<file path="config.mk">
export PLATFORM = sky130hd
export DESIGN_NAME = talca_ctrl
export DESIGN_NICKNAME = d
export VERILOG_FILES = /design/src/rtl/talca_pkg.sv /design/src/rtl/talca_ctrl.sv
export SDC_FILE = /design/constraint.sdc
export NUM_CORES = 1
export LEC_CHECK = 0
export ABC_CLOCK_PERIOD_IN_PS = 7100
export BUFFER_PORTS_ARGS = -buffer_cell sky130_fd_sc_hd__buf_2
export CAP_MARGIN = 10
export CORE_UTILIZATION = 50
export CTS_CLUSTER_SIZE = 14
export DETAILED_ROUTE_END_ITERATION = 7
export MAX_ROUTING_LAYER = met4
export PLACE_DENSITY_LB_ADDON = 0.2
export SYNTH_ARGS = -nofsm -noshare
export SYNTH_HDL_FRONTEND = slang
export SYNTH_SLANG_ARGS = --single-unit
</file>
<file path="constraint.sdc">
create_clock -name clk -period 7.1 [get_ports clk]
set_clock_uncertainty 0.1 [all_clocks]
set_input_delay 1.065 -clock clk [delete_from_list [all_inputs] [get_ports clk]]
set_output_delay 1.065 -clock clk [all_outputs]
set_load 0.01 [all_outputs]
</file>
<file path="src/rtl/talca_pkg.sv">
// Shared types, constants and helpers of the tree ancestor and common-ancestor engine.
package talca_pkg;

  localparam int ID_W       = 10;
  localparam int DEPTH_W    = 10;
  localparam int DIST_W     = 11;
  localparam int EXT_W      = 17;
  localparam int LVL_W      = 4;
  localparam int IN_DATA_W  = 32;
  localparam int OUT_DATA_W = 24;
  localparam int NODES_DEF  = 1024;
  localparam int LEVELS_DEF = 10;

  typedef enum logic [1:0] {
    MODE_ATTACH = 2'd0,
    MODE_LCA    = 2'd1,
    MODE_KTH    = 2'd2,
    MODE_DIST   = 2'd3
  } mode_t;

  typedef enum logic [1:0] {
    ST_OK     = 2'd0,
    ST_ABSENT = 2'd1,
    ST_DUP    = 2'd2,
    ST_PAST   = 2'd3
  } status_t;

  typedef logic [ID_W-1:0] node_id_t;

  typedef struct packed {
    logic                 en;
    node_id_t             id;
    logic [DEPTH_W-1:0]   depth;
  } node_wr_t;

  typedef struct packed {
    logic                 in_tree;
    logic [DEPTH_W-1:0]   depth;
  } node_rd_t;

  typedef struct packed {
    logic [LVL_W-1:0]     lvl;
    node_id_t             id;
  } anc_req_t;

  typedef struct packed {
    logic                 ok;
    node_id_t             anc;
  } anc_entry_t;

  typedef struct packed {
    logic                 en;
    anc_req_t             loc;
    anc_entry_t           data;
  } anc_wr_t;

  function automatic logic id_in_range(node_id_t id, int unsigned nodes);
    return EXT_W'(id) < EXT_W'(nodes);
  endfunction

endpackage

</file>
<file path="src/rtl/talca_ctrl.sv">
// Sequencer: runs attach, climb and common-ancestor walks over the two stores and holds the result.
module talca_ctrl #(
  parameter int NODES  = talca_pkg::NODES_DEF,
  parameter int LEVELS = talca_pkg::LEVELS_DEF
) (
  input  logic                              clk,
  input  logic                              rst_n,
  input  logic                              in_tvalid,
  output logic                              in_tready,
  input  talca_pkg::mode_t                  in_mode,
  input  talca_pkg::node_id_t               in_node_a,
  input  talca_pkg::node_id_t               in_node_b,
  input  logic [talca_pkg::ID_W-1:0]        in_k_steps,
  input  logic                              cfg_wr_en,
  input  logic                              node_busy,
  output talca_pkg::node_id_t               node_rd_id,
  output talca_pkg::node_wr_t               node_wr,
  input  talca_pkg::node_rd_t               node_rd,
  output talca_pkg::anc_req_t               anc_rd0_req,
  output talca_pkg::anc_req_t               anc_rd1_req,
  output talca_pkg::anc_wr_t                anc_wr,
  input  talca_pkg::anc_entry_t             anc_rd0,
  input  talca_pkg::anc_entry_t             anc_rd1,
  output logic                              out_tvalid,
  input  logic                              out_tready,
  output talca_pkg::status_t                out_status,
  output talca_pkg::node_id_t               out_node,
  output logic [talca_pkg::DIST_W-1:0]      out_dist
);

  localparam int LW = (LEVELS > 1) ? $clog2(LEVELS) : 1;

  typedef enum logic [3:0] {
    S_IDLE, S_A, S_B, S_ATT, S_CL, S_CLW, S_CMP,
    S_LQ, S_LW, S_FQ, S_FW, S_FD, S_EMIT
  } state_t;

  state_t                            state_r;
  talca_pkg::mode_t                  mode_r;
  talca_pkg::node_id_t               a_r;
  talca_pkg::node_id_t               b_r;
  logic [talca_pkg::ID_W-1:0]        k_r;
  logic [talca_pkg::DEPTH_W-1:0]     da_r;
  logic [talca_pkg::DEPTH_W-1:0]     db_r;
  logic [talca_pkg::DEPTH_W-1:0]     du_r;
  talca_pkg::node_id_t               u_r;
  talca_pkg::node_id_t               v_r;
  logic [talca_pkg::ID_W-1:0]        kr_r;
  logic [LW-1:0]                     lvl_r;
  logic                              ok_r;
  talca_pkg::status_t                st_r;
  talca_pkg::node_id_t               res_r;
  logic [talca_pkg::DIST_W-1:0]      dist_r;
  logic                              out_valid_r;
  talca_pkg::status_t                out_status_r;
  talca_pkg::node_id_t               out_node_r;
  logic [talca_pkg::DIST_W-1:0]      out_dist_r;

  logic [talca_pkg::EXT_W-1:0]       step;
  logic                              step_fits;
  logic                              e_ok;
  logic [talca_pkg::DEPTH_W-1:0]     dn_sel;
  logic [talca_pkg::DIST_W:0]        dist_calc;

  assign in_tready = (state_r == S_IDLE) && !node_busy && !cfg_wr_en;

  assign step      = talca_pkg::EXT_W'(1) << lvl_r;
  assign step_fits = talca_pkg::EXT_W'(kr_r) >= step;
  assign e_ok      = ok_r && anc_rd0.ok;
  assign dn_sel    = (state_r == S_FD) ? node_rd.depth : du_r;
  assign dist_calc = (talca_pkg::DIST_W+1)'(da_r) + (talca_pkg::DIST_W+1)'(db_r)
                   - {1'b0, dn_sel, 1'b0};

  always_comb begin
    case (state_r)
      S_IDLE:  node_rd_id = in_node_a;
      S_A:     node_rd_id = b_r;
      S_FW:    node_rd_id = anc_rd0.anc;
      default: node_rd_id = a_r;
    endcase

    node_wr.en    = (state_r == S_B) && (mode_r == talca_pkg::MODE_ATTACH) && !node_rd.in_tree;
    node_wr.id    = b_r;
    node_wr.depth = da_r + talca_pkg::DEPTH_W'(1);

    anc_rd0_req = '{lvl: talca_pkg::LVL_W'(lvl_r), id: v_r};
    anc_rd1_req = '{lvl: talca_pkg::LVL_W'(lvl_r), id: v_r};
    anc_wr      = '{en: 1'b0, loc: '{lvl: talca_pkg::LVL_W'(lvl_r), id: b_r},
                    data: '{ok: e_ok, anc: e_ok ? anc_rd0.anc : '0}};
    case (state_r)
      S_B: begin
        anc_rd0_req = '{lvl: '0, id: a_r};
        anc_wr.en   = node_wr.en;
        anc_wr.loc  = '{lvl: '0, id: b_r};
        anc_wr.data = '{ok: 1'b1, anc: a_r};
      end
      S_ATT: begin
        anc_rd0_req = '{lvl: talca_pkg::LVL_W'(lvl_r), id: anc_rd0.anc};
        anc_wr.en   = 1'b1;
      end
      S_LQ: begin
        anc_rd0_req = '{lvl: talca_pkg::LVL_W'(lvl_r), id: u_r};
      end
      S_FQ: begin
        anc_rd0_req = '{lvl: '0, id: u_r};
      end
      default: begin
      end
    endcase
  end

  always_ff @(posedge clk) begin
    if (!rst_n) begin
      state_r     <= S_IDLE;
      out_valid_r <= 1'b0;
    end else begin
      if (out_valid_r && out_tready && (state_r != S_EMIT)) begin
        out_valid_r <= 1'b0;
      end
      case (state_r)
        S_IDLE: begin
          if (in_tvalid && in_tready) begin
            mode_r  <= in_mode;
            a_r     <= in_node_a;
            b_r     <= in_node_b;
            k_r     <= in_k_steps;
            st_r    <= talca_pkg::ST_OK;
            res_r   <= '0;
            dist_r  <= '0;
            state_r <= S_A;
          end
        end
        S_A: begin
          da_r <= node_rd.depth;
          if (!node_rd.in_tree) begin
            st_r    <= talca_pkg::ST_ABSENT;
            state_r <= S_EMIT;
          end else begin
            case (mode_r)
              talca_pkg::MODE_ATTACH: begin
                if (!talca_pkg::id_in_range(b_r, NODES)) begin
                  st_r    <= talca_pkg::ST_ABSENT;
                  state_r <= S_EMIT;
                end else begin
                  state_r <= S_B;
                end
              end
              talca_pkg::MODE_KTH: begin
                if (k_r > node_rd.depth) begin
                  st_r    <= talca_pkg::ST_PAST;
                  state_r <= S_EMIT;
                end else begin
                  v_r     <= a_r;
                  kr_r    <= k_r;
                  lvl_r   <= LW'(LEVELS - 1);
                  state_r <= S_CL;
                end
              end
              default: state_r <= S_B;
            endcase
          end
        end
        S_B: begin
          db_r <= node_rd.depth;
          if (mode_r == talca_pkg::MODE_ATTACH) begin
            if (node_rd.in_tree) begin
              st_r    <= talca_pkg::ST_DUP;
              state_r <= S_EMIT;
            end else begin
              ok_r  <= 1'b1;
              lvl_r <= LW'(1);
              if (LEVELS == 1) begin
                state_r <= S_EMIT;
              end else begin
                state_r <= S_ATT;
              end
            end
          end else if (!node_rd.in_tree) begin
            st_r    <= talca_pkg::ST_ABSENT;
            state_r <= S_EMIT;
          end else begin
            if (da_r > node_rd.depth) begin
              u_r  <= b_r;
              du_r <= node_rd.depth;
              v_r  <= a_r;
              kr_r <= da_r - node_rd.depth;
            end else begin
              u_r  <= a_r;
              du_r <= da_r;
              v_r  <= b_r;
              kr_r <= node_rd.depth - da_r;
            end
            lvl_r   <= LW'(LEVELS - 1);
            state_r <= S_CL;
          end
        end
        S_ATT: begin
          ok_r <= e_ok;
          if (lvl_r == LW'(LEVELS - 1)) begin
            state_r <= S_EMIT;
          end else begin
            lvl_r <= lvl_r + LW'(1);
          end
        end
        S_CL: begin
          if (kr_r == '0) begin
            if (mode_r == talca_pkg::MODE_KTH) begin
              res_r   <= v_r;
              state_r <= S_EMIT;
            end else begin
              state_r <= S_CMP;
            end
          end else if (step_fits) begin
            state_r <= S_CLW;
          end else if (lvl_r != '0) begin
            lvl_r <= lvl_r - LW'(1);
          end
        end
        S_CLW: begin
          if (anc_rd0.ok) begin
            v_r  <= anc_rd0.anc;
            kr_r <= kr_r - step[talca_pkg::ID_W-1:0];
          end else if (lvl_r != '0) begin
            lvl_r <= lvl_r - LW'(1);
          end
          state_r <= S_CL;
        end
        S_CMP: begin
          if (u_r == v_r) begin
            res_r <= u_r;
            if (mode_r == talca_pkg::MODE_DIST) begin
              dist_r <= dist_calc[talca_pkg::DIST_W-1:0];
            end
            state_r <= S_EMIT;
          end else begin
            lvl_r   <= LW'(LEVELS - 1);
            state_r <= S_LQ;
          end
        end
        S_LQ: state_r <= S_LW;
        S_LW: begin
          if (anc_rd0.ok && anc_rd1.ok && (anc_rd0.anc != anc_rd1.anc)) begin
            u_r     <= anc_rd0.anc;
            v_r     <= anc_rd1.anc;
            state_r <= S_LQ;
          end else if (lvl_r == '0) begin
            state_r <= S_FQ;
          end else begin
            lvl_r   <= lvl_r - LW'(1);
            state_r <= S_LQ;
          end
        end
        S_FQ: state_r <= S_FW;
        S_FW: begin
          res_r <= anc_rd0.anc;
          if (mode_r == talca_pkg::MODE_DIST) begin
            state_r <= S_FD;
          end else begin
            state_r <= S_EMIT;
          end
        end
        S_FD: begin
          dist_r  <= dist_calc[talca_pkg::DIST_W-1:0];
          state_r <= S_EMIT;
        end
        S_EMIT: begin
          if (!out_valid_r || out_tready) begin
            out_valid_r  <= 1'b1;
            out_status_r <= st_r;
            out_node_r   <= res_r;
            out_dist_r   <= dist_r;
            state_r      <= S_IDLE;
          end
        end
        default: state_r <= S_IDLE;
      endcase
    end
  end

  assign out_tvalid = out_valid_r;
  assign out_status = out_status_r;
  assign out_node   = out_node_r;
  assign out_dist   = out_dist_r;

endmodule

</file>
==> results.toml, run 1 <==
[yosys]
postSynth.asyncResetShare = 0
ys_seq_area_frac = 0.452
syn_avg_cell_area_um2 = 9.95
yosys_warnings = 0
synth_edf_count = 143
netlist.area_leader.share = 0.442
synth_fp_nets = 1114
yosys_most_used_dff = "edfxtp_1"
synth.ff_latch_count = 148
synth.distinct_cells = 66
netlist_area_mm2 = 0.00971
synthTopCellsByArea = "edfxtp_1 44%, ha_1 7.0%, nand2_1 4.6%"
synth_top_area_cell = "edfxtp_1"
postSynthCellCount = 976

[clock_tree]
cts_root_buf = "clkbuf_16"
cts_tree = "done"
postCtsSetupBuffers = 0
htree_levels = 4
numCtsBuffers = 17
path_clk_slew_ps = 70
cts_resized = 0
insertion_delay_ps = 430
cts_sinks = 148
hold_buffers = 0
cts_buffer_depth = 2

[floorplanning]
die_x_um = 141
coreArea_mm2 = 0.0189
dieArea_mm2 = 0.0200
ios = 181
rows = 50
fp.dieH_um = 141
start_util = 0.514

[timing]
hold_viol = 0
tightest_slew_ps = 1130
setup_viol = 0
timing.setup.tns_ps = 0
slew_viol_final = 0
period_share = 0.645
post-route-min-period_ps = 4580
max_slew_margin = 0.243
rsz0062_at_grt = "false"
fmax_ghz = 0.218
hold-worst-slack_ps = 318

[layout]
mostFrequentLayoutCells = "180 x buf_2, 143 x edfxtp_1, 120 x nand2_1, 76 x nor2_1, 67 x inv_1"
fill_cells = 1697
post-route-util = 0.599
final_cell_count_no_fill = 1396
diodes = 0
areaGrowthSynthToFinish_pct = 16.6
multi_input_area_mm2 = 0.00477
ff_latch_area_mm2 = 0.00439
drive_above_1_share = 0.211
final_common_cell = "buf_2"
fin_nets = 1261

[drt]
vias_per_cell = 5.87
route.antenna.remaining_nets = 0
num_vias = 8199
route.detailed.drc = 0
wl_per_cell_um = 19.7
initialDrtViolationCount = 895
firstDrtPassIters = 5
routed_wirelength_mm = 27.5

[power_and_ir_drop]
powerDensity_mw_per_mm2 = 324
power.share.clock = 0.243
p_sw_frac = 0.392
vdd.ir_drop.worst_v = 0.000207
comb_power_share = 0.412
p_int_mw = 2.23
p_leak_nw = 4.73
power_frac_seq = 0.345
p_sw_mw = 1.44
p_total_mw = 3.67

[setup_path]
path_class = "reg2reg"
path_max_fanout = 22
end_kind = "flop"
critPathLaunchType = "flop"
required_ps = 7250
arrival_ps = 4730

[place]
post-dp-hpwl_mm = 21.0
gp_congestion = 0.954
io_buffers = 180
dp_cells = 1364

[global_route]
grtUsageTotal = 0.289
grt_pass1_vias = 7468
grt_max_degree = 36
antenna_found_initial = 0
overflow = 0
grt_pass1_wl_mm = 42.2

[job]
maxCapViolCount = 0

[run_status]
status = "finished clean"

[hold_path]
min_path_type = "reg2reg"
## Yosys cell counts, drive strengths merged (5+ instances only)
cell type and number:
o21ai 62, nand2 120, dfxtp 5, nor2b 16, nor4 10, inv 67
nand3 32, o211ai 14, mux2i 29, xor2 30, a211oi 8, a221o 10
and2 6, a21oi 40, nor3 16, ha 54, nand2b 14, nor2 76
a222oi 12, o221ai 5, edfxtp 143, a31oi 10, nand4 6, a22oi 22
fa 13, xnor2 21, a21o 15, buf 27, clkbuf 39, and3 5
## power groups by stage
| stage | Clock, mW | Combinational, mW | Sequential (mW) |
|---|---|---|---|
| 4_1_cts | 0.902 | 1.50 | 1.26 |
| 6_report | 0.890 | 1.51 | 1.26 |
| 2_1_floorplan | 0 | 1.07 | 1.23 |
| 5_1_grt | 0.936 | 1.66 | 1.28 |
| 3_3_place_gp | 0 | 1.48 | 1.28 |
| 3_5_place_dp | 0 | 1.49 | 1.28 |
## registers in the layout (all words and copies together), names as in the netlist, 10 cells and up
name and flops:
dist_r 11, a_r 10, db_r 10, v_r 10, u_r 10, out_node 10, out_dist 11, res_r 10
da_r 10, k_r 10, b_r 10, kr_r 10, du_r 10
## logic make-up after synthesis
family | synth area share
and+or+nand+nor | 0.150
AOI/OAI and AO/OA | 0.159
DFF | 0.452
buffers and inverters | 0.0592
adders and majority gates | 0.0963
xor gates and xnor gates | 0.0506
muxes | 0.0322
## metal layers
layer / track usage / share of wire
met5: - / 0
met4: 0.0719 / 0.016
met3: 0.0510 / 0.082
met1: 0.432 / 0.47
met2: 0.403 / 0.43
## path summary, 6_finish.rpt
kind                    from          end  slack (ps)  cells past startpoint
setup / recovery  state_r[3]   dist_r[10]        2520                     13
setup reg to reg  state_r[3]   dist_r[10]        2520                     13
hold / removal      res_r[6]  out_node[6]         320                      0
hold reg to reg     res_r[6]  out_node[6]         320                      0
## stage by stage
stage / instance area (um2) / setup slack, ps
4_1_cts: 11300 / 2560
3_5_place_dp: 10800 / 2580
6_report: 11300 / 2520
5_1_grt: 11300 / 2080
2_1_floorplan: 9710 / 3400
3_3_place_gp: 10800 / 2750
## worst max-delay path, stage by stage, from the launching register on
cell and delay, ps:
dfxtp_1 780, inv_1 130, nor2_1 210, nand3_1 570, a21oi_1 440, fa_1 460
ha_1 320, nor2b_1 160, o31a_1 280, o21ai_2 190, o21bai_1 80, a21oi_1 220
xnor3_1 240, o32ai_1 210
## cell type report
cell class,count,area share
multi-input combinational,694,0.421
sequential,148,0.388
timing repair buffer,194,0.0888
clock buffer,17,0.0376
tap,260,0.0287
inverter,68,0.0225
clock inverter,15,0.0127
Power figures use the tool's default switching activity.
==> run 2, diff against run 1 <==
Settings changed: ABC_AREA from default to 1, ABC_CLOCK_PERIOD_IN_PS 7100 to 4300.
Clock period 7.1 ns to 4.3 ns, I/O delays scaled along.
==> results.toml, run 2 <==
[timing]
period_share = 0.858
max_slew_margin = 0.297
rsz0062_at_grt = "false"
timing.setup.tns_ps = 0
slew_viol_final = 0
hold-worst-slack_ps = 271
tightest_slew_ps = 1050
fmax_ghz = 0.271
fin_ws_ps = 612
hold_viol = 0
setup_viol = 0
post-route-min-period_ps = 3690

[drt]
initialDrtViolationCount = 1035
firstDrtPassIters = 6
routed_wirelength_mm = 31.9
num_vias = 9286
vias_per_cell = 5.53
route.detailed.drc = 0
route.antenna.remaining_nets = 0
wl_per_cell_um = 19.0

[floorplanning]
fp.dieH_um = 144
rows = 51
coreArea_mm2 = 0.0197
die_x_um = 144
dieArea_mm2 = 0.0209
ios = 181
start_util = 0.516

[clock_tree]
hold_buffers = 0
insertion_delay_ps = 440
cts_buffer_depth = 2
cts_resized = 0
cts_tree = "done"
htree_levels = 4
cts_root_buf = "clkbuf_16"
cts_sinks = 148
numCtsBuffers = 17
postCtsSetupBuffers = 0
path_clk_slew_ps = 70

[layout]
fill_cells = 1818
fin_nets = 1538
drive_above_1_share = 0.183
areaGrowthSynthToFinish_pct = 16.4
final_common_cell = "nand2_1"
final_cell_count_no_fill = 1678
multi_input_area_mm2 = 0.00486
diodes = 0
post-route-util = 0.601
mostFrequentLayoutCells = "325 x nand2_1, 180 x buf_2, 176 x inv_1, 143 x edfxtp_1, 107 x nor2_1"
ff_latch_area_mm2 = 0.00439

[setup_path]
cp_slowest_stage_delay_ps = 500
reg2regPathDepth = 16
path_class = "reg2reg"
cp-startpoint = "state_r[1]"
critPathMostFrequentCell = "nand2_1"
critPathLaunchType = "flop"
path_cells = "nand2_1, nor2_2, inv_1, nand2_1, o21ai_0, fa_1, inv_1, ha_1, nand2_1, nand2_1, inv_1, o21ai_0, nor2_1, o21bai_1, a21oi_1, o21a_1"
rrSetupSlack_ps = 610
cp_slowest_cell = "fa_1"
path_max_fanout = 12
arrival_ps = 3780
r2r-end = "dist_r[8]"
endpoint = "dist_r[8]"
end_kind = "flop"
required_ps = 4400
reg2reg_from = "state_r[1]"

[yosys]
yosys_most_used_dff = "edfxtp_1"
synth.distinct_cells = 55
ys_seq_area_frac = 0.433
yosysMostFrequentCell = "nand2_1"
netlist.area_leader.share = 0.423
yosys_warnings = 0
synthTopCellsByArea = "edfxtp_1 42%, nand2_1 12%, ha_1 6.7%"
ys_top_cells_by_count = "325 x nand2_1, 176 x inv_1, 143 x edfxtp_1, 108 x nor2_1, 67 x o21ai_0"
syn_avg_cell_area_um2 = 8.27
synth.ff_latch_count = 148
postSynth.asyncResetShare = 0
synth_top_area_cell = "edfxtp_1"
synth_edf_count = 143
postSynthCellCount = 1228
synth_fp_nets = 1366
netlist_area_mm2 = 0.0102

[global_route]
grtUsageTotal = 0.324
antenna_found_initial = 0
grt_pass1_vias = 8445
grt_max_degree = 52
grt_pass1_wl_mm = 48.0
overflow = 0

[place]
io_buffers = 180
gp_congestion = 0.976
post-dp-hpwl_mm = 25.0
place_ws_ps = 721
dp_cells = 1646

[hold_path]
min_path_type = "in2reg"

[power_and_ir_drop]
p_leak_nw = 5.51
powerDensity_mw_per_mm2 = 522
vdd.ir_drop.worst_v = 0.000341

[run_status]
status = "finished clean"

[job]
maxCapViolCount = 0
run 2: logic make-up after synthesis:
logic type               after synthesis  share of synthesized area
AND/OR/NAND/NOR                      560                      0.236
buffers and inverters                223                     0.0901
AO/OA/AOI/OAI                        197                      0.120
flip-flops                           148                      0.433
adder cells (fa/ha/maj)               67                     0.0922
XOR/XNOR                              33                     0.0285
run 2: cell type report:
cell class | instances | share of cell area
clock buffers | 17 | 0.0360
clock inverters | 15 | 0.0120
inverters | 189 | 0.0602
multi-input cells | 857 | 0.411
flip-flops and latches | 148 | 0.372
well taps | 265 | 0.0281
repair buffers | 187 | 0.0807
run 2: critical path: cells and delay by family, from the launching register on:
family	cells	cell delay, ps
flops	1	410
compound gates	5	810
simple gates	6	920
buf+inv	3	350
fa+ha+maj	2	840
run 2: per-stage QoR:
stage          power, mW  instance area (um2)
4_1_cts             6.14                11800
5_1_grt             6.53                11800
6_report            6.17                11800
2_1_floorplan       3.77                10200
3_5_place_dp        4.66                11300
3_3_place_gp        4.66                11300
run 2: routing by layer:
metal | vias to the layer above | track usage | part of all wire
met5 | - | - | 0
met4 | 0 | 0.0936 | 0.018
met3 | 41 | 0.0437 | 0.076
met2 | 468 | 0.450 | 0.42
met1 | 4325 | 0.485 | 0.48
li1 | 4452 | - | -
run 2: worst min path at each step:
stage | slack [ps] | depth (start not counted) | from | to
floorplan | 300 | 0 | dist_r[0] | out_dist[0]
global placement | 300 | 0 | dist_r[6] | out_dist[6]
detailed placement | 300 | 0 | dist_r[6] | out_dist[6]
CTS | 270 | 1 | in_node_b[6] | b_r[6]
global route | 270 | 1 | in_node_b[3] | b_r[3]
finish | 270 | 1 | in_node_b[6] | b_r[6]
run 2: power breakdown:
group	internal (mW)	leakage (nW)	total, mW	switching (mW)
sequential	1.89	1.35	2.04	0.147
clock	0.811	0.280	1.49	0.680
combinational	0.872	3.88	2.64	1.77
total	3.58	5.51	6.17	2.60
